## config.mk

```make
export PLATFORM = sky130hd
export DESIGN_NAME = selective_repeat_window_engine
export DESIGN_NICKNAME = d
export VERILOG_FILES = /design/src/sv/swe_pkg.sv /design/src/sv/selective_repeat_window_engine.sv /design/src/sv/swe_dp.sv /design/src/sv/swe_ctrl.sv
export VERILOG_INCLUDE_DIRS = /design/src /design/src/sv
export SDC_FILE = /design/constraint.sdc
export NUM_CORES = 1
export LEC_CHECK = 0
export BUFFER_PORTS_ARGS = -buffer_cell sky130_fd_sc_hd__buf_2
export CORE_ASPECT_RATIO = 1.4
export CORE_MARGIN = 1.5
export CORE_UTILIZATION = 65
export DETAILED_ROUTE_END_ITERATION = 10
export PLACE_DENSITY_LB_ADDON = 0.15
export SYNTH_ARGS = -nofsm -noshare
export SYNTH_HDL_FRONTEND = slang
export SYNTH_SLANG_ARGS = --single-unit
```

## constraint.sdc

```tcl
create_clock -name clock -period 7.8 [get_ports clock]
set_input_delay 1.56 -clock clock [delete_from_list [all_inputs] [get_ports clock]]
set_output_delay 1.56 -clock clock [all_outputs]
set_load 0.05 [all_outputs]
```

## src/sv/assert_macros.svh

```systemverilog
// Assertion macros shared by the RTL that checks itself.
`ifndef ASSERT_MACROS_SVH
`define ASSERT_MACROS_SVH

// Same-cycle implication, disabled while in reset.
`define SWE_ASSERT_NOW(label, clk, rst, ante, cons, msg) \
   label: assert property (@(posedge clk) disable iff (rst) (ante) |-> (cons)) \
      else $error(msg);

// Next-cycle implication, disabled while in reset.
`define SWE_ASSERT_NEXT(label, clk, rst, ante, cons, msg) \
   label: assert property (@(posedge clk) disable iff (rst) (ante) |=> (cons)) \
      else $error(msg);

`endif

```

## src/sv/swe_pkg.sv

```systemverilog
`default_nettype none
package swe_pkg;

   localparam int DEF_WINDOW     = 4;
   localparam int DEF_MAX_SEQ    = 7;
   localparam int DEF_TIMER_BITS = 16;

   localparam int CFG_W      = 16;
   localparam int RESULT_CAP = 8;

   localparam logic [CFG_W-1:0] FRAME_TIMEOUT_RST = 16'd100;
   localparam logic [CFG_W-1:0] ACK_TIMEOUT_RST   = 16'd50;

   // Register indexes of the write port.
   localparam logic CSR_FRAME_TIMEOUT = 1'b0;
   localparam logic CSR_ACK_TIMEOUT   = 1'b1;

   // Event codes.
   localparam logic [1:0] REQ_TICK  = 2'd0;
   localparam logic [1:0] REQ_SEND  = 2'd1;
   localparam logic [1:0] REQ_FRAME = 2'd2;
   localparam logic [1:0] REQ_START = 2'd3;

   // Arrived frame kinds.
   localparam logic [1:0] KIND_DATA = 2'd0;
   localparam logic [1:0] KIND_ACK  = 2'd1;
   localparam logic [1:0] KIND_NAK  = 2'd2;

   // Result actions.
   localparam logic [2:0] ACT_DATA    = 3'd0;
   localparam logic [2:0] ACT_ACK     = 3'd1;
   localparam logic [2:0] ACT_NAK     = 3'd2;
   localparam logic [2:0] ACT_DELIVER = 3'd3;
   localparam logic [2:0] ACT_REFUSE  = 3'd4;

   typedef struct packed {
      logic [1:0] req_type;
      logic [1:0] frame_kind;
      logic [2:0] frame_seq;
      logic [2:0] frame_ack;
      logic       checksum_bad;
   } swe_req_type;

   typedef struct packed {
      logic [2:0] action;
      logic [2:0] out_seq;
      logic [2:0] out_ack;
      logic [1:0] buffer_slot;
      logic       last_result;
   } swe_rsp_type;

   typedef enum logic [3:0] {
      OP_NONE,
      OP_LATCH,
      OP_TICK_SLOT,
      OP_TICK_ACK,
      OP_SEND,
      OP_DATA_FRONT,
      OP_DELIVER,
      OP_NAK_RESEND,
      OP_RELEASE,
      OP_BAD_NAK,
      OP_SESSION,
      OP_FINISH
   } swe_op_type;

   typedef struct packed {
      swe_op_type op;
   } swe_cmd_type;

   typedef struct packed {
      logic       can_emit;
      logic       flush_done;
      logic       deliver_more;
      logic       release_more;
      logic       tick_last;
      logic [1:0] req_type;
      logic [1:0] frame_kind;
      logic       checksum_bad;
   } swe_status_type;

endpackage
`default_nettype wire

```

## src/sv/selective_repeat_window_engine.sv

```systemverilog
// Channel  Direction  Handshake              Word
// req      in         req_valid / req_ready  swe_req_type: one event
// rsp      out        rsp_valid / rsp_ready  swe_rsp_type: one command
// csr      in         csr_we                 csr_index, csr_wdata
//
// The IDLE and DISPATCH states accept and decode an event; each walk then
// moves one step a cycle while the holding stage can take a word: a tick
// visits the WINDOW slots and then the ack timer, an arrived frame delivers
// and releases one frame a cycle, and the FINISH state flushes the final
// word. Reset is synchronous and active high; a full holding stage stalls
// the sequencer on a busy rsp port.
`default_nettype none
`include "assert_macros.svh"
module selective_repeat_window_engine import swe_pkg::*; #(
   parameter int WINDOW     = DEF_WINDOW,
   parameter int MAX_SEQ    = DEF_MAX_SEQ,
   parameter int TIMER_BITS = DEF_TIMER_BITS
) (
   input  wire logic             clock,
   input  wire logic             reset,
   input  wire logic             req_valid,
   output logic                  req_ready,
   input  wire swe_req_type      req_data,
   output logic                  rsp_valid,
   input  wire logic             rsp_ready,
   output swe_rsp_type           rsp_data,
   input  wire logic             csr_we,
   input  wire logic             csr_index,
   input  wire logic [CFG_W-1:0] csr_wdata
);

   swe_cmd_type    cmd;
   swe_status_type st;

   swe_ctrl u_ctrl (
      .clock     (clock),
      .reset     (reset),
      .req_valid (req_valid),
      .req_ready (req_ready),
      .st        (st),
      .cmd       (cmd)
   );

   swe_dp #(
      .WINDOW     (WINDOW),
      .MAX_SEQ    (MAX_SEQ),
      .TIMER_BITS (TIMER_BITS)
   ) u_dp (
      .clock     (clock),
      .reset     (reset),
      .cmd       (cmd),
      .st        (st),
      .req_data  (req_data),
      .rsp_ready (rsp_ready),
      .rsp_valid (rsp_valid),
      .rsp_data  (rsp_data),
      .csr_we    (csr_we),
      .csr_index (csr_index),
      .csr_wdata (csr_wdata)
   );

   // Back in idle, nothing may linger in the holding stage.
   `SWE_ASSERT_NOW(a_idle_flushed, clock, reset, req_ready, st.flush_done, "word left in holding stage")
   // A word still shown while idle is the final one of its event.
   `SWE_ASSERT_NOW(a_idle_last, clock, reset, req_ready && rsp_valid, rsp_data.last_result, "idle word not marked last")
   // An accepted event keeps the input closed in the following cycle.
   `SWE_ASSERT_NEXT(a_one_event, clock, reset, req_valid && req_ready, !req_ready, "second event taken too early")

endmodule
`default_nettype wire

```

## src/sv/swe_dp.sv

```systemverilog
`default_nettype none
module swe_dp import swe_pkg::*; #(
   parameter int WINDOW     = DEF_WINDOW,
   parameter int MAX_SEQ    = DEF_MAX_SEQ,
   parameter int TIMER_BITS = DEF_TIMER_BITS
) (
   input  wire logic             clock,
   input  wire logic             reset,
   input  wire swe_cmd_type      cmd,
   output swe_status_type        st,
   input  wire swe_req_type      req_data,
   input  wire logic             rsp_ready,
   output logic                  rsp_valid,
   output swe_rsp_type           rsp_data,
   input  wire logic             csr_we,
   input  wire logic             csr_index,
   input  wire logic [CFG_W-1:0] csr_wdata
);

   localparam int SEQ_SPACE = MAX_SEQ + 1;
   localparam int SEQ_W     = (MAX_SEQ > 0) ? $clog2(SEQ_SPACE) : 1;
   localparam int SLOT_W    = (WINDOW > 1) ? $clog2(WINDOW) : 1;
   localparam int CNT_W     = $clog2(WINDOW + 1);
   localparam int TB        = TIMER_BITS;
   localparam logic [SEQ_W-1:0]  SEQ_MAX   = SEQ_W'(MAX_SEQ);
   localparam logic [SEQ_W-1:0]  TF_RST    = SEQ_W'(WINDOW % SEQ_SPACE);
   localparam logic [SLOT_W-1:0] SLOT_LAST = SLOT_W'(WINDOW - 1);
   localparam logic [CNT_W-1:0]  CNT_FULL  = CNT_W'(WINDOW);
   localparam logic [TB+CFG_W-1:0] TMAX    = {{CFG_W{1'b0}}, {TB{1'b1}}};

   // Constant lookup tables for the modulo reductions.
   logic [SLOT_W-1:0] slot_lut [SEQ_SPACE];
   logic [SEQ_W-1:0]  seq_lut  [8];

   genvar g;
   for (g = 0; g < SEQ_SPACE; g++) begin : g_slot
      assign slot_lut[g] = SLOT_W'(g % WINDOW);
   end
   for (g = 0; g < 8; g++) begin : g_seq
      assign seq_lut[g] = SEQ_W'(g % SEQ_SPACE);
   end

   logic [CFG_W-1:0]  cfg_frame_ff, cfg_frame_in;
   logic [CFG_W-1:0]  cfg_ack_ff, cfg_ack_in;
   swe_req_type       req_ff, req_in;
   logic [SEQ_W-1:0]  ae_ff, ae_in;
   logic [SEQ_W-1:0]  nts_ff, nts_in;
   logic [SEQ_W-1:0]  fe_ff, fe_in;
   logic [SEQ_W-1:0]  tf_ff, tf_in;
   logic [CNT_W-1:0]  outst_ff, outst_in;
   logic              nak_ok_ff, nak_ok_in;
   logic [WINDOW-1:0] marks_ff, marks_in;
   logic [SEQ_W-1:0]  slot_seq_ff [WINDOW];
   logic [SEQ_W-1:0]  slot_seq_in [WINDOW];
   logic [TB-1:0]     timers_ff [WINDOW];
   logic [TB-1:0]     timers_in [WINDOW];
   logic [TB-1:0]     ack_tmr_ff, ack_tmr_in;
   logic [SLOT_W-1:0] walk_ff, walk_in;
   logic [3:0]        cnt_ff, cnt_in;
   logic              pend_valid_ff, pend_valid_in;
   swe_rsp_type       pend_ff, pend_in;
   logic              rsp_valid_ff, rsp_valid_in;
   swe_rsp_type       rsp_ff, rsp_in;

   function automatic logic [2:0] to3(input logic [SEQ_W-1:0] x);
      logic [SEQ_W+2:0] w;
      w = {3'b000, x};
      return w[2:0];
   endfunction

   function automatic logic [1:0] to2(input logic [SLOT_W-1:0] x);
      logic [SLOT_W+1:0] w;
      w = {2'b00, x};
      return w[1:0];
   endfunction

   function automatic logic [SEQ_W-1:0] seq_next(input logic [SEQ_W-1:0] x);
      return (x == SEQ_MAX) ? '0 : x + 1'b1;
   endfunction

   function automatic logic in_win(input logic [SEQ_W-1:0] lo,
                                   input logic [SEQ_W-1:0] x,
                                   input logic [SEQ_W-1:0] hi);
      return (x >= lo && x < hi) || (hi < lo && (x >= lo || x < hi));
   endfunction

   function automatic logic [TB-1:0] tmr_load(input logic [CFG_W-1:0] c);
      logic [TB+CFG_W-1:0] w;
      w = {{TB{1'b0}}, c};
      if (w == '0) begin
         w = (TB+CFG_W)'(1);
      end
      if (w > TMAX) begin
         w = TMAX;
      end
      return w[TB-1:0];
   endfunction

   logic [SEQ_W-1:0] fseq, fack, want, fe_prev;
   logic             out_free;
   logic             emit;
   logic [2:0]       emit_act;
   logic [SEQ_W-1:0] emit_seq, emit_ack;
   logic             send_data;
   logic [SEQ_W-1:0] data_seq;
   logic [TB-1:0]    walk_tmr;
   swe_rsp_type      item;

   assign fseq     = seq_lut[req_ff.frame_seq];
   assign fack     = seq_lut[req_ff.frame_ack];
   assign want     = seq_next(fack);
   assign fe_prev  = (fe_ff == '0) ? SEQ_MAX : fe_ff - 1'b1;
   assign out_free = !rsp_valid_ff || rsp_ready;
   assign walk_tmr = timers_ff[walk_ff];

   always_comb begin
      st.can_emit     = !pend_valid_ff || out_free;
      st.flush_done   = !pend_valid_ff;
      st.deliver_more = marks_ff[slot_lut[fe_ff]];
      st.release_more = in_win(ae_ff, fack, nts_ff);
      st.tick_last    = (walk_ff == SLOT_LAST);
      st.req_type     = req_ff.req_type;
      st.frame_kind   = req_ff.frame_kind;
      st.checksum_bad = req_ff.checksum_bad;
   end

   always_comb begin
      cfg_frame_in  = cfg_frame_ff;
      cfg_ack_in    = cfg_ack_ff;
      req_in        = req_ff;
      ae_in         = ae_ff;
      nts_in        = nts_ff;
      fe_in         = fe_ff;
      tf_in         = tf_ff;
      outst_in      = outst_ff;
      nak_ok_in     = nak_ok_ff;
      marks_in      = marks_ff;
      slot_seq_in   = slot_seq_ff;
      timers_in     = timers_ff;
      ack_tmr_in    = ack_tmr_ff;
      walk_in       = walk_ff;
      cnt_in        = cnt_ff;
      pend_valid_in = pend_valid_ff;
      pend_in       = pend_ff;
      rsp_valid_in  = rsp_valid_ff;
      rsp_in        = rsp_ff;
      emit          = 1'b0;
      emit_act      = ACT_DATA;
      emit_seq      = '0;
      emit_ack      = fe_prev;
      send_data     = 1'b0;
      data_seq      = '0;

      if (csr_we) begin
         case (csr_index)
            CSR_FRAME_TIMEOUT: cfg_frame_in = csr_wdata;
            default:           cfg_ack_in   = csr_wdata;
         endcase
      end

      if (rsp_valid_ff && rsp_ready) begin
         rsp_valid_in = 1'b0;
      end

      unique case (cmd.op)
         OP_LATCH: begin
            req_in  = req_data;
            walk_in = '0;
            cnt_in  = '0;
         end
         OP_TICK_SLOT: begin
            if (walk_tmr != '0) begin
               timers_in[walk_ff] = walk_tmr - 1'b1;
               if (walk_tmr == TB'(1)) begin
                  send_data = 1'b1;
                  data_seq  = slot_seq_ff[walk_ff];
               end
            end
            if (walk_ff != SLOT_LAST) begin
               walk_in = walk_ff + 1'b1;
            end
         end
         OP_TICK_ACK: begin
            if (ack_tmr_ff != '0) begin
               ack_tmr_in = ack_tmr_ff - 1'b1;
               if (ack_tmr_ff == TB'(1)) begin
                  emit     = 1'b1;
                  emit_act = ACT_ACK;
               end
            end
         end
         OP_SEND: begin
            if (outst_ff >= CNT_FULL) begin
               emit     = 1'b1;
               emit_act = ACT_REFUSE;
               emit_seq = nts_ff;
            end else begin
               outst_in  = outst_ff + 1'b1;
               send_data = 1'b1;
               data_seq  = nts_ff;
               nts_in    = seq_next(nts_ff);
            end
         end
         OP_DATA_FRONT: begin
            if (fseq != fe_ff && nak_ok_ff) begin
               emit       = 1'b1;
               emit_act   = ACT_NAK;
               nak_ok_in  = 1'b0;
               ack_tmr_in = '0;
            end else begin
               ack_tmr_in = tmr_load(cfg_ack_ff);
            end
            if (in_win(fe_ff, fseq, tf_ff)) begin
               marks_in[slot_lut[fseq]] = 1'b1;
            end
         end
         OP_DELIVER: begin
            nak_ok_in                 = 1'b1;
            marks_in[slot_lut[fe_ff]] = 1'b0;
            fe_in                     = seq_next(fe_ff);
            tf_in                     = seq_next(tf_ff);
            ack_tmr_in                = tmr_load(cfg_ack_ff);
            emit                      = 1'b1;
            emit_act                  = ACT_DELIVER;
            emit_seq                  = fe_ff;
            emit_ack                  = fe_ff;
         end
         OP_NAK_RESEND: begin
            if (in_win(ae_ff, want, nts_ff)) begin
               send_data = 1'b1;
               data_seq  = want;
            end
         end
         OP_RELEASE: begin
            if (outst_ff != '0) begin
               outst_in = outst_ff - 1'b1;
            end
            timers_in[slot_lut[ae_ff]] = '0;
            ae_in = seq_next(ae_ff);
         end
         OP_BAD_NAK: begin
            if (nak_ok_ff) begin
               emit       = 1'b1;
               emit_act   = ACT_NAK;
               nak_ok_in  = 1'b0;
               ack_tmr_in = '0;
            end
         end
         OP_SESSION: begin
            ae_in      = '0;
            nts_in     = '0;
            fe_in      = '0;
            tf_in      = TF_RST;
            outst_in   = '0;
            nak_ok_in  = 1'b1;
            marks_in   = '0;
            ack_tmr_in = '0;
            for (int i = 0; i < WINDOW; i++) begin
               timers_in[i] = '0;
            end
         end
         OP_FINISH: begin
            if (pend_valid_ff && out_free) begin
               rsp_in             = pend_ff;
               rsp_in.last_result = 1'b1;
               rsp_valid_in       = 1'b1;
               pend_valid_in      = 1'b0;
            end
         end
         default: begin
         end
      endcase

      // A data send reloads its slot timer and stops the ack timer.
      if (send_data) begin
         emit                          = 1'b1;
         emit_act                      = ACT_DATA;
         emit_seq                      = data_seq;
         slot_seq_in[slot_lut[data_seq]] = data_seq;
         timers_in[slot_lut[data_seq]]   = tmr_load(cfg_frame_ff);
         ack_tmr_in                    = '0;
      end
      if (emit && emit_act == ACT_ACK) begin
         ack_tmr_in = '0;
      end

      item.action      = emit_act;
      item.out_seq     = to3(emit_seq);
      item.out_ack     = to3(emit_ack);
      item.buffer_slot = to2(slot_lut[emit_seq]);
      item.last_result = 1'b0;

      // The newest word waits in the holding stage until the step shows
      // whether another follows; only then is its last flag known.
      if (emit && cnt_ff < 4'(RESULT_CAP)) begin
         if (pend_valid_ff) begin
            rsp_in       = pend_ff;
            rsp_valid_in = 1'b1;
         end
         pend_in       = item;
         pend_valid_in = 1'b1;
         cnt_in        = cnt_ff + 1'b1;
      end
   end

   always_ff @(posedge clock) begin
      if (reset) begin
         cfg_frame_ff  <= FRAME_TIMEOUT_RST;
         cfg_ack_ff    <= ACK_TIMEOUT_RST;
         ae_ff         <= '0;
         nts_ff        <= '0;
         fe_ff         <= '0;
         tf_ff         <= TF_RST;
         outst_ff      <= '0;
         nak_ok_ff     <= 1'b1;
         marks_ff      <= '0;
         ack_tmr_ff    <= '0;
         walk_ff       <= '0;
         cnt_ff        <= '0;
         pend_valid_ff <= 1'b0;
         rsp_valid_ff  <= 1'b0;
         for (int i = 0; i < WINDOW; i++) begin
            timers_ff[i] <= '0;
         end
      end else begin
         cfg_frame_ff  <= cfg_frame_in;
         cfg_ack_ff    <= cfg_ack_in;
         ae_ff         <= ae_in;
         nts_ff        <= nts_in;
         fe_ff         <= fe_in;
         tf_ff         <= tf_in;
         outst_ff      <= outst_in;
         nak_ok_ff     <= nak_ok_in;
         marks_ff      <= marks_in;
         ack_tmr_ff    <= ack_tmr_in;
         walk_ff       <= walk_in;
         cnt_ff        <= cnt_in;
         pend_valid_ff <= pend_valid_in;
         rsp_valid_ff  <= rsp_valid_in;
         timers_ff     <= timers_in;
      end
      req_ff      <= req_in;
      pend_ff     <= pend_in;
      rsp_ff      <= rsp_in;
      slot_seq_ff <= slot_seq_in;
   end

   assign rsp_valid = rsp_valid_ff;
   assign rsp_data  = rsp_ff;

endmodule
`default_nettype wire

```

## src/sv/swe_ctrl.sv

```systemverilog
`default_nettype none
module swe_ctrl import swe_pkg::*; (
   input  wire logic           clock,
   input  wire logic           reset,
   input  wire logic           req_valid,
   output logic                req_ready,
   input  wire swe_status_type st,
   output swe_cmd_type         cmd
);

   typedef enum logic [3:0] {
      S_IDLE,
      S_DISPATCH,
      S_TICK_SLOT,
      S_TICK_ACK,
      S_SEND,
      S_DATA_FRONT,
      S_DELIVER,
      S_NAK_RESEND,
      S_RELEASE,
      S_BAD_NAK,
      S_SESSION,
      S_FINISH
   } state_type;

   state_type state_ff, state_in;
   logic      bad_data;

   assign bad_data  = (st.frame_kind == KIND_DATA) && st.checksum_bad;
   assign req_ready = (state_ff == S_IDLE);

   always_comb begin
      state_in = state_ff;
      cmd.op   = OP_NONE;
      unique case (state_ff)
         S_IDLE: begin
            if (req_valid) begin
               cmd.op   = OP_LATCH;
               state_in = S_DISPATCH;
            end
         end
         S_DISPATCH: begin
            unique case (st.req_type)
               REQ_TICK:  state_in = S_TICK_SLOT;
               REQ_SEND:  state_in = S_SEND;
               REQ_FRAME: begin
                  if (bad_data) begin
                     state_in = S_RELEASE;
                  end else if (st.frame_kind == KIND_DATA) begin
                     state_in = S_DATA_FRONT;
                  end else if (st.frame_kind == KIND_NAK) begin
                     state_in = S_NAK_RESEND;
                  end else begin
                     state_in = S_RELEASE;
                  end
               end
               default:   state_in = S_SESSION;
            endcase
         end
         S_TICK_SLOT: begin
            if (st.can_emit) begin
               cmd.op = OP_TICK_SLOT;
               if (st.tick_last) begin
                  state_in = S_TICK_ACK;
               end
            end
         end
         S_TICK_ACK: begin
            if (st.can_emit) begin
               cmd.op   = OP_TICK_ACK;
               state_in = S_FINISH;
            end
         end
         S_SEND: begin
            if (st.can_emit) begin
               cmd.op   = OP_SEND;
               state_in = S_FINISH;
            end
         end
         S_DATA_FRONT: begin
            if (st.can_emit) begin
               cmd.op   = OP_DATA_FRONT;
               state_in = S_DELIVER;
            end
         end
         S_DELIVER: begin
            if (!st.deliver_more) begin
               state_in = S_RELEASE;
            end else if (st.can_emit) begin
               cmd.op = OP_DELIVER;
            end
         end
         S_NAK_RESEND: begin
            if (st.can_emit) begin
               cmd.op   = OP_NAK_RESEND;
               state_in = S_RELEASE;
            end
         end
         S_RELEASE: begin
            if (st.release_more) begin
               cmd.op = OP_RELEASE;
            end else if (bad_data) begin
               state_in = S_BAD_NAK;
            end else begin
               state_in = S_FINISH;
            end
         end
         S_BAD_NAK: begin
            if (st.can_emit) begin
               cmd.op   = OP_BAD_NAK;
               state_in = S_FINISH;
            end
         end
         S_SESSION: begin
            cmd.op   = OP_SESSION;
            state_in = S_FINISH;
         end
         S_FINISH: begin
            cmd.op = OP_FINISH;
            if (st.flush_done) begin
               state_in = S_IDLE;
            end
         end
         default: state_in = S_IDLE;
      endcase
   end

   always_ff @(posedge clock) begin
      if (reset) begin
         state_ff <= S_IDLE;
      end else begin
         state_ff <= state_in;
      end
   end

endmodule
`default_nettype wire
```

==> run_results.csv, run 1 <==
group,metric,value,unit
floorplanning,core,0.0160,mm2
routing,first_iter_violations,1054,
worst_setup_path,timing.rr.start,"u_dp.req_ff[1]",
sta,finalCritPeriodShare,0.603,
power,p_sw,1870,uW
clock_tree,cts_max_path_buffers,2,
power,p_int,2410,uW
synthesis,synthArstFlopShare,0,
place,placed_cells,1366,
place,hpwl,19.1,mm
sta,fin_crit,4.71,ns
clock_tree,ctsResizeCount,0,
synthesis,synth_top_area_cell,"dfxtp_1",
worst_setup_path,cp_max_fo,39,
routing,drt-total-wl,28.0,mm
clock_tree,clock_latency,0.45,ns
cells_and_area,drive_above_1_share,0.133,
sta,fmax,212,MHz
worst_setup_path,reg2reg_depth,13,
global_route,track_usage,0.331,
synthesis,synth_top_area_frac,0.272,
worst_setup_path,arrival,4.85,ns
hold_path,hold_class,"flip-flop to flip-flop",
worst_setup_path,crit_end,"u_dp.slot_seq_ff[3]",
floorplanning,io_pins,47,
clock_tree,clock-sinks,186,
floorplanning,die_h,154,um
sta,rsz0062_at_grt,"false",
synthesis,synthCells,1184,
clock_tree,cts_hold_buffers,0,
routing,remaining_drc_errors,0,
routing,dr.pass1.iters,5,
synthesis,synth_area_leaders,"dfxtp_1 27%, edfxtp_1 12%, a21oi_1 8.4%",
power,ir_drop,0.406,mV
sta,hold_viol_final,0,
sta,finalSetupTns,0,ns
synthesis,synth-simple-area-share,0.193,
worst_setup_path,path_class,"primary input to flip-flop",
worst_setup_path,rr_endpoint,"u_dp.slot_seq_ff[3]",
power,seqPwrFrac,0.283,
global_route,met1_usage,0.388,
clock_tree,cts_setup_buffers,0,
synthesis,synthMuxAreaShare,0.0474,
clock_tree,clock-root-buffer,"clkbuf_16",
place,place_congestion,0.935,
worst_setup_path,ff2ff_setup_slack,3.14,ns
cells_and_area,antenna_cells,0,
worst_setup_path,cpMaxStageDelayCell,"nor4_1",
sta,max_slew_margin,0.230,
synthesis,synth_flop_cell,"dfxtp_1",
run_status,status,"finished clean",
global_route,grt_use_met2,0.576,
synthesis,synth_area_per_cell,8.96,um2
global_route,antenna_found_initial,0,
global_route,grt_max_degree,67,
synthesis,synth_top_family_by_area,"compound AO/OA/AOI/OAI gates",
floorplanning,die_area,0.0171,mm2
synthesis,synth_xor_area_frac,0.0157,
cells_and_area,fin_nets,1269,
synthesis,synth_cell_types,90,
global_route,grt_use_met3,0.0540,
place,portBuffers,46,
power,clockPowerShare,0.213,
routing,vias,9303,
synthesis,yosysWarnings,0,
global_route,gr-max-usage-layer,"met2",
synthesis,synthTopCellsByCount,"178 x a21oi_1, 144 x dfxtp_1, 126 x nor2_1, 118 x nand2_1, 49 x ha_1",
sta,finalSetupViolations,0,
sta,slew_violations,0,
hold_path,hp-start,"u_dp.cfg_frame_ff[0]",
worst_setup_path,critPathLaunchType,"primary input",
synthesis,ys_seq_area_frac,0.391,
global_route,grt_first_pass_wirelength,45.4,mm
synthesis,synthAdderAreaFrac,0.0616,
run,drv_cap,0,
worst_setup_path,worstPathRequired,7.94,ns
routing,routedWlPerCell,20.0,um
routing,via_per_inst,6.65,
floorplanning,start_util,0.661,
synthesis,synth_edf_count,42,
synthesis,syn_nets,1267,
power,p_comb_frac,0.504,
clock_tree,htree_num_levels,4,
worst_setup_path,crit_chain,"buf_2 > nand4bb_1 > and3b_1 > nor3_1 > o21ai_1 > nor4_1 > a211oi_4 > buf_4 > inv_4 > nand2_2 > inv_1",
sta,fin_hold_ws,0.468,ns
synthesis,synth_area,0.0106,mm2
synthesis,synth.most_common_cell,"a21oi_1",
cells_and_area,synthToLayoutAreaGrowth,7.76,%
clock_tree,numCtsBuffers,17,
sta,worst_slew_pin_slew,1.15,ns
floorplanning,rows,55,
clock_tree,clkTransAtPathRegs,0.07,ns
worst_setup_path,cpPeakStageDelay,0.56,ns
worst_setup_path,crit_start,"rsp_ready",
power,power_density,374,mW/mm2
worst_setup_path,endpoint_kind,"flip-flop",
synthesis,synth_compound_area_frac,0.244,
power,p_leak,0.00412,uW
routing,ant_nets,0,
floorplanning,die_w,111,um
clock_tree,cts_tree,"done",
sta,skew,0.0138,ns
cells_and_area,finalNonFillerCells,1398,
global_route,grt_pass1_vias,9016,
power,switching_share,0.436,
synthesis,synth_seq_cells,186,
global_route,overflow,0,
power groups by stage:
| stage | combinational, uW | clock [uW] | sequential, uW |
|---|---|---|---|
| after floorplan | 1590 | 0 | 1180 |
| after global placement | 2080 | 0 | 1220 |
| after detailed placement | 2100 | 0 | 1230 |
| after CTS | 2130 | 910 | 1210 |
| after global routing | 2360 | 950 | 1220 |
| final | 2150 | 911 | 1210 |
placed cells by master, fill, tap and decap left out, types with 13 or more instances in the layout:
cell type	count
edfxtp_1	42
ha_1	49
o31ai_1	44
a221oi_2	14
nor2_1	126
o21ai_0	16
a211oi_1	14
nor2b_1	16
nand2_1	118
inv_1	38
mux4_2	20
nor4_1	16
nand2b_1	13
clkbuf_16	17
dfxtp_1	144
buf_2	46
nand3_1	25
nor3_1	26
a21oi_1	178
worst min-delay path by stage:
stage               slack (ns)                   end  depth (start not counted)
global route              0.49  u_dp.cfg_frame_ff[0]                          2
CTS                       0.47  u_dp.cfg_frame_ff[0]                          2
floorplan                 0.44  u_dp.cfg_frame_ff[0]                          2
global placement          0.44  u_dp.cfg_frame_ff[0]                          2
finish                    0.47  u_dp.cfg_frame_ff[0]                          2
detailed placement        0.45  u_dp.cfg_frame_ff[0]                          2
flip-flops by register name, indices dropped and copies added (netlist names), 5 cells and up, named ones only:
name	cells
u_dp.cfg_ack_ff	16
u_dp.cfg_frame_ff	16
u_dp.timers_ff	64
u_dp.ack_tmr_ff	16
u_dp.pend_ff	9
u_dp.st	5
u_dp.req_ff	6
u_dp.slot_seq_ff	12
worst max-delay path: cells and delay by family:
kind	cells	cell delay (ns)
compound gates	2	0.50
buf+inv	4	1.07
simple gates	5	1.66
cells by family after synthesis:
logic type / count (synthesis)
AND/OR/NAND/NOR: 412
AO/OA/AOI/OAI: 374
flip-flops: 186
buffers and inverters: 116
adder cells (fa/ha/maj): 52
multiplexers: 25
XOR/XNOR: 19
through the flow:
step	area (um2)	util	total power, uW	worst slack (ns)
2_1_floorplan	10600	-	2770	3.40
3_3_place_gp	10800	0.674	3300	2.88
3_5_place_dp	10800	0.674	3330	2.72
4_1_cts	11400	0.713	4240	3.18
5_1_grt	11400	0.713	4530	2.88
6_report	11400	0.713	4270	3.09
area by class of cell:
cell class                      count  area (um2)
Inverter                           45         176
Clock inverter                     14         179
Multi-Input combinational cell    882        5950
Clock buffer                       18         439
Fill cell                        1272        4610
Sequential cell                   186        4140
Timing Repair Buffer               54         290
Tap cell                          199         249
metal layers:
layer	wire length, um	vias up
met1	10700	4397
met2	14200	418
met4	1380	0
met3	1700	103
li1	-	4385
met5	0	-
Note: power is estimated with default switching activity, not from simulation.
==> inputs of run 2 (changes only) <==
CORE_UTILIZATION = 56   (was 65)
clock period = 4.25 ns   (was 7.8 ns; I/O delays follow)
==> run_results.csv, run 2 (same netlist as run 1, synthesis figures left out) <==
group,metric,value,unit
sta,fmax,255,MHz
worst_setup_path,critPathLaunchType,"flip-flop",
sta,worst_slew_pin_slew,1.06,ns
cells_and_area,drive_above_1_share,0.157,
power,power_density,649,mW/mm2
clock_tree,numCtsBuffers,17,
run_status,status,"finished clean",
cells_and_area,antenna_cells,0,
cells_and_area,final_cell_mix,"178 x a21oi_1, 144 x dfxtp_1, 126 x nor2_1",
sta,finalSetupTns,0,ns
sta,hold_viol_final,0,
floorplanning,die_h,166,um
cells_and_area,nFillCells,1697,
global_route,grt_first_pass_wirelength,47.3,mm
clock_tree,clkTransAtPathRegs,0.08,ns
run,drv_cap,0,
worst_setup_path,cp_max_fo,14,
clock_tree,htree_num_levels,4,
sta,setup_slack,0.335,ns
cells_and_area,top_register,"u_dp.timers_ff",
floorplanning,die_w,119,um
sta,max_slew_margin,0.292,
place,portBuffers,46,
global_route,track_usage,0.301,
sta,slew_violations,0,
worst_setup_path,endpoint_kind,"flip-flop",
worst_setup_path,path_class,"flip-flop to flip-flop",
floorplanning,core,0.0186,mm2
global_route,grt_pass1_vias,9249,
clock_tree,clock-sinks,186,
floorplanning,io_pins,47,
global_route,grt_max_degree,71,
global_route,overflow,0,
routing,routedWlPerCell,19.7,um
place,pre_cts_ws,0.175,ns
power,ir_drop,0.465,mV
global_route,antenna_found_initial,0,
routing,vias,9316,
sta,rsz0062_at_grt,"false",
worst_setup_path,arrival,4.12,ns
routing,ant_nets,0,
power,p_leak,0.00427,uW
routing,first_iter_violations,694,
routing,remaining_drc_errors,0,
routing,dr.pass1.iters,8,
cells_and_area,layout_commonest_cell,"a21oi_1",
sta,fin_crit,3.92,ns
worst_setup_path,worstPathRequired,4.45,ns
cells_and_area,largest_reg_flops,64,
clock_tree,clock_latency,0.46,ns
clock_tree,cts_tree,"done",
clock_tree,clock-root-buffer,"clkbuf_16",
place,hpwl,20.0,mm
cells_and_area,fin_nets,1301,
floorplanning,rows,59,
floorplanning,start_util,0.570,
hold_path,hold_class,"flip-flop to flip-flop",
sta,finalSetupViolations,0,
floorplanning,die_area,0.0198,mm2
place,place_congestion,0.909,
cells_and_area,synthToLayoutAreaGrowth,10.5,%
clock_tree,cts_max_path_buffers,2,
routing,via_per_inst,6.32,
sta,finalCritPeriodShare,0.921,
sta,skew,0.0143,ns
routing,drt-total-wl,29.1,mm
clock_tree,cts_hold_buffers,0,
==> run 2: cell count changes in the layout (fill, tap and decap cells not counted) <==
| cell | delta |
|---|---|
| clkinv_2 | -1 |
| clkinvlp_4 | -1 |
| a21o_2 | +1 |
| inv_4 | +2 |
| inv_12 | +1 |
| clkinv_4 | +1 |
| a21o_1 | -1 |
| buf_12 | +1 |
| bufinv_16 | -1 |
| buf_4 | +31 |
| clkbuf_8 | -1 |
==> run 2: layer usage <==
metal / routed length (um) / global-route usage
met1: 11300 / 0.352
met5: 0 / 0
met3: 1670 / 0.0446
met4: 1360 / 0.166
met2: 14800 / 0.527
==> run 2: repair_timing <==
item | in CTS | in global routing
endpoints found under the setup margin | 0 | 16
setup buffers | 0 | 4
resized for setup | 0 | 1
==> run 2: final timing paths <==
path                              from                    to  slack (ns)  depth (start not counted)
setup / recovery        u_dp.req_ff[1]             flip-flop        0.33                         14
hold / removal    u_dp.cfg_frame_ff[0]  u_dp.cfg_frame_ff[0]        0.46                          2
setup reg to reg        u_dp.req_ff[1]             flip-flop        0.33                         14
hold reg to reg   u_dp.cfg_frame_ff[0]  u_dp.cfg_frame_ff[0]        0.46                          2
==> run 2: layout make-up <==
type                       instances  area (um2)  area share
multi-input combinational        882        5950       0.508
tap                              244         305      0.0261
clock inverter                    15         174      0.0148
clock buffer                      17         425      0.0363
timing repair buffer              86         543      0.0463
sequential                       186        4140       0.354
inverter                          45         176      0.0151
==> run 2: stage by stage <==
stage	hold WS, ns	util	instances	instance area, um2	total power [uW]
5_1_grt	0.477	0.630	1475	11700	8070
3_5_place_dp	0.449	0.596	1439	11100	5940
6_report	0.461	0.630	1475	11700	7600
2_1_floorplan	0.436	-	1184	10600	5080
3_3_place_gp	0.453	0.596	1439	11100	5920
4_1_cts	0.460	0.628	1471	11700	7580
==> run 2: power by group <==
| group | switching (uW) | internal (uW) |
|---|---|---|
| logic | 2320 | 1460 |
| registers | 171 | 2020 |
| clock network | 786 | 843 |
| total | 3280 | 4320 |
==> run 2: critical path, stage by stage (launching register included) <==
cell and delay, ns:
edfxtp_1 0.45, ha_1 0.24, ha_1 0.20, nor2_1 0.27
inv_1 0.09, ha_1 0.28, o21ai_0 0.16, o2bb2ai_1 0.15
maj3_1 0.23, nor3b_2 0.07, buf_4 0.20, nor4b_1 0.46
a21o_2 0.38, inv_2 0.20, a31o_2 0.29
==> inputs of run 3 (changes only) <==
CORE_MARGIN = 1   (was 1.5)
SYNTH_HIERARCHICAL = 1   (was unset)
==> run_results.csv, run 3 <==
group,metric,value,unit
worst_setup_path,cp_max_fo,9,
routing,wl_met1,10.7,mm
sta,hold_viol_final,0,
worst_setup_path,cpMaxStageDelayCell,"or4_4",
sta,rsz0062_at_grt,"false",
cells_and_area,fin_nets,1228,
sta,finalSetupTns,0,ns
clock_tree,clkTransAtPathRegs,0.07,ns
synthesis,ys_seq_area_frac,0.404,
floorplanning,rows,58,
worst_setup_path,rr_endpoint,"u_dp/timers_ff[9]",
routing,routedWlPerCell,18.6,um
synthesis,synthCells,1113,
routing,ant_nets,0,
power,power_density,557,mW/mm2
clock_tree,clock-root-buffer,"clkbuf_16",
synthesis,synth.most_common_cell,"dfxtp_1",
routing,routed.top_layer,"met4",
hold_path,hold_class,"flip-flop to flip-flop",
cells_and_area,antenna_cells,0,
run_status,status,"finished clean",
place,portBuffers,46,
place,hpwl,18.0,mm
synthesis,synth_seq_cells,186,
worst_setup_path,crit_family,"simple AND/OR/NAND/NOR gates",
global_route,track_usage,0.287,
power,ir_drop,0.334,mV
global_route,overflow,0,
clock_tree,clock_latency,0.44,ns
cells_and_area,final_cell_mix,"144 x dfxtp_1, 131 x nand2_1, 109 x nor2_1",
sta,fin_crit,4.07,ns
synthesis,synthArstFlopShare,0,
worst_setup_path,crit_chain,"inv_1 > ha_1 > nand2b_1 > a21o_1 > a21o_1 > nor2_1 > o21ai_1 > mux2_2 > o21a_1 > nor4b_2 > buf_4 > nand3b_1 > or4_1 > or4_4 > a21bo_4 > and2_4 > buf_12 > a221oi_2",
floorplanning,die_h,162,um
synthesis,syn_nets,1188,
worst_setup_path,critPathLaunchType,"flip-flop",
clock_tree,cts_tree,"done",
routing,remaining_drc_errors,0,
worst_setup_path,crit_buf_inv,3,
sta,fin_hold_ws,0.475,ns
power,p_leak,0.00432,uW
cells_and_area,finish.utilization,0.643,
synthesis,synth_edf_count,42,
clock_tree,htree_num_levels,4,
floorplanning,io_pins,47,
cells_and_area,largest_reg_flops,64,
clock_tree,cts_max_path_buffers,2,
hold_path,hold_path_end,"u_dp/cfg_frame_ff[0]",
global_route,antenna_found_initial,0,
worst_setup_path,timing.rr.start,"u_dp/req_ff[1]",
sta,max_slew_margin,0.351,
hold_path,hp-start,"u_dp/cfg_frame_ff[0]",
synthesis,yosysWarnings,6,
synthesis,synth_top_area_cell,"dfxtp_1",
routing,met2_length,13.2,mm
cells_and_area,drive_above_1_share,0.177,
sta,slew_violations,0,
worst_setup_path,path_class,"flip-flop to flip-flop",
cells_and_area,nFillCells,1519,
synthesis,synth_area,0.0103,mm2
worst_setup_path,cpMostUsedCell,"a21o_1",
place,place_congestion,0.859,
sta,skew,0.0127,ns
worst_setup_path,cpPeakStageDelay,0.47,ns
synthesis,synth_area_per_cell,9.22,um2
floorplanning,die_area,0.0189,mm2
sta,finalSetupViolations,0,
cells_and_area,top_register,"u_dp/timers_ff",
global_route,grt_pass1_vias,8299,
floorplanning,start_util,0.573,
sta,finalCritPeriodShare,0.958,
global_route,grt_max_degree,89,
synthesis,synth_cell_types,94,
clock_tree,clock-sinks,186,
clock_tree,numCtsBuffers,17,
hold_path,min_path_cells,2,
routing,vias,8665,
run,drv_cap,0,
synthesis,synth_top_area_frac,0.281,
cells_and_area,synthToLayoutAreaGrowth,12.3,%
worst_setup_path,reg2reg_depth,18,
routing,via_per_inst,6.16,
routing,dr_wl_met3,1.36,mm
routing,first_iter_violations,685,
global_route,grt_first_pass_wirelength,41.9,mm
synthesis,synthTopCellsByCount,"144 x dfxtp_1, 131 x nand2_1, 109 x nor2_1, 74 x a21oi_1, 65 x a211oi_1",
sta,fmax,245,MHz
routing,dr.pass1.iters,5,
worst_setup_path,endpoint_kind,"flip-flop",
routing,drt-total-wl,26.2,mm
floorplanning,die_w,116,um
synthesis,synth_flop_cell,"dfxtp_1",
floorplanning,core,0.0179,mm2
sta,worst_slew_pin_slew,0.973,ns
worst_setup_path,ff2ff_setup_slack,0.18,ns
clock_tree,cts_hold_buffers,0,
worst_setup_path,worstPathRequired,4.52,ns
worst_setup_path,arrival,4.35,ns
cells_and_area,layout_commonest_cell,"dfxtp_1",
synthesis,synth_area_leaders,"dfxtp_1 28%, edfxtp_1 12%, ha_1 5.0%",
-- run 3: final cells by class --
type                       instances  area (um2)  area share
sequential                       186        4140       0.359
clock inverter                    12         124      0.0107
inverter                          41         154      0.0133
multi-input combinational        806        5590       0.485
timing repair buffer             101         749      0.0650
tap                              240         300      0.0260
clock buffer                      20         468      0.0406
-- run 3: cell families (layout without fill, tap and decap cells) --
logic type,count (synthesis),count (layout),synth area share
buf+inv,121,174,0.0552
simple gates,399,399,0.192
flops,186,186,0.404
xor+xnor,16,16,0.0137
fa+ha+maj,45,45,0.0549
mux,29,29,0.0529
compound gates,317,317,0.228
-- run 3: worst max-delay path by stage --
stage	depth (start not counted)	slack [ns]	end	start
floorplan	15	0.12	flip-flop	u_dp/req_ff[1]
global placement	17	0.13	u_dp/cnt_ff[0]	rsp_ready
detailed placement	17	0.01	u_dp/cnt_ff[0]	rsp_ready
CTS	18	0.04	u_dp/cnt_ff[0]	u_dp/req_ff[1]
global route	19	0.02	u_dp/timers_ff[54]	u_dp/req_ff[1]
finish	18	0.18	u_dp/timers_ff[9]	u_dp/req_ff[1]
-- run 3: per-layer routing --
metal | up-vias | global-route usage
li1 | 4189 | -
met1 | 4124 | 0.347
met2 | 290 | 0.496
met3 | 62 | 0.0440
met4 | 0 | 0.131
met5 | - | 0
-- run 3: power by group --
part / switching [uW] / internal [uW] / leakage, uW / total [uW]
clock network: 734 / 878 / 0.000294 / 1610
registers: 193 / 2020 / 0.00156 / 2210
logic: 1510 / 1090 / 0.00246 / 2600
total: 2440 / 3990 / 0.00432 / 6430
-- run 3: worst min-delay path: cells and delay by family (launching register included) --
family | cells | cell delay [ns]
AOI/OAI and AO/OA | 1 | 0.05
DFF | 1 | 0.32
and+or+nand+nor | 1 | 0.05
-- run 3: stage by stage --
stage,total power (uW),setup slack (ns),cell area (um2),instances
final,6430,0.177,11500,1406
after global routing,6850,0.0181,11500,1406
after CTS,6390,0.0376,11400,1399
after detailed placement,4780,0.0126,10800,1367
after global placement,4760,0.126,10800,1367
after floorplan,4190,0.122,10300,1113
-- run 3: what timing repair did --
item	CTS	global route
hold endpoints to repair	0	0
buffers inserted	0	6
gates cloned	0	1
endpoints found under the setup margin	1	61
pin swaps	0	6
gates resized for setup	1	6
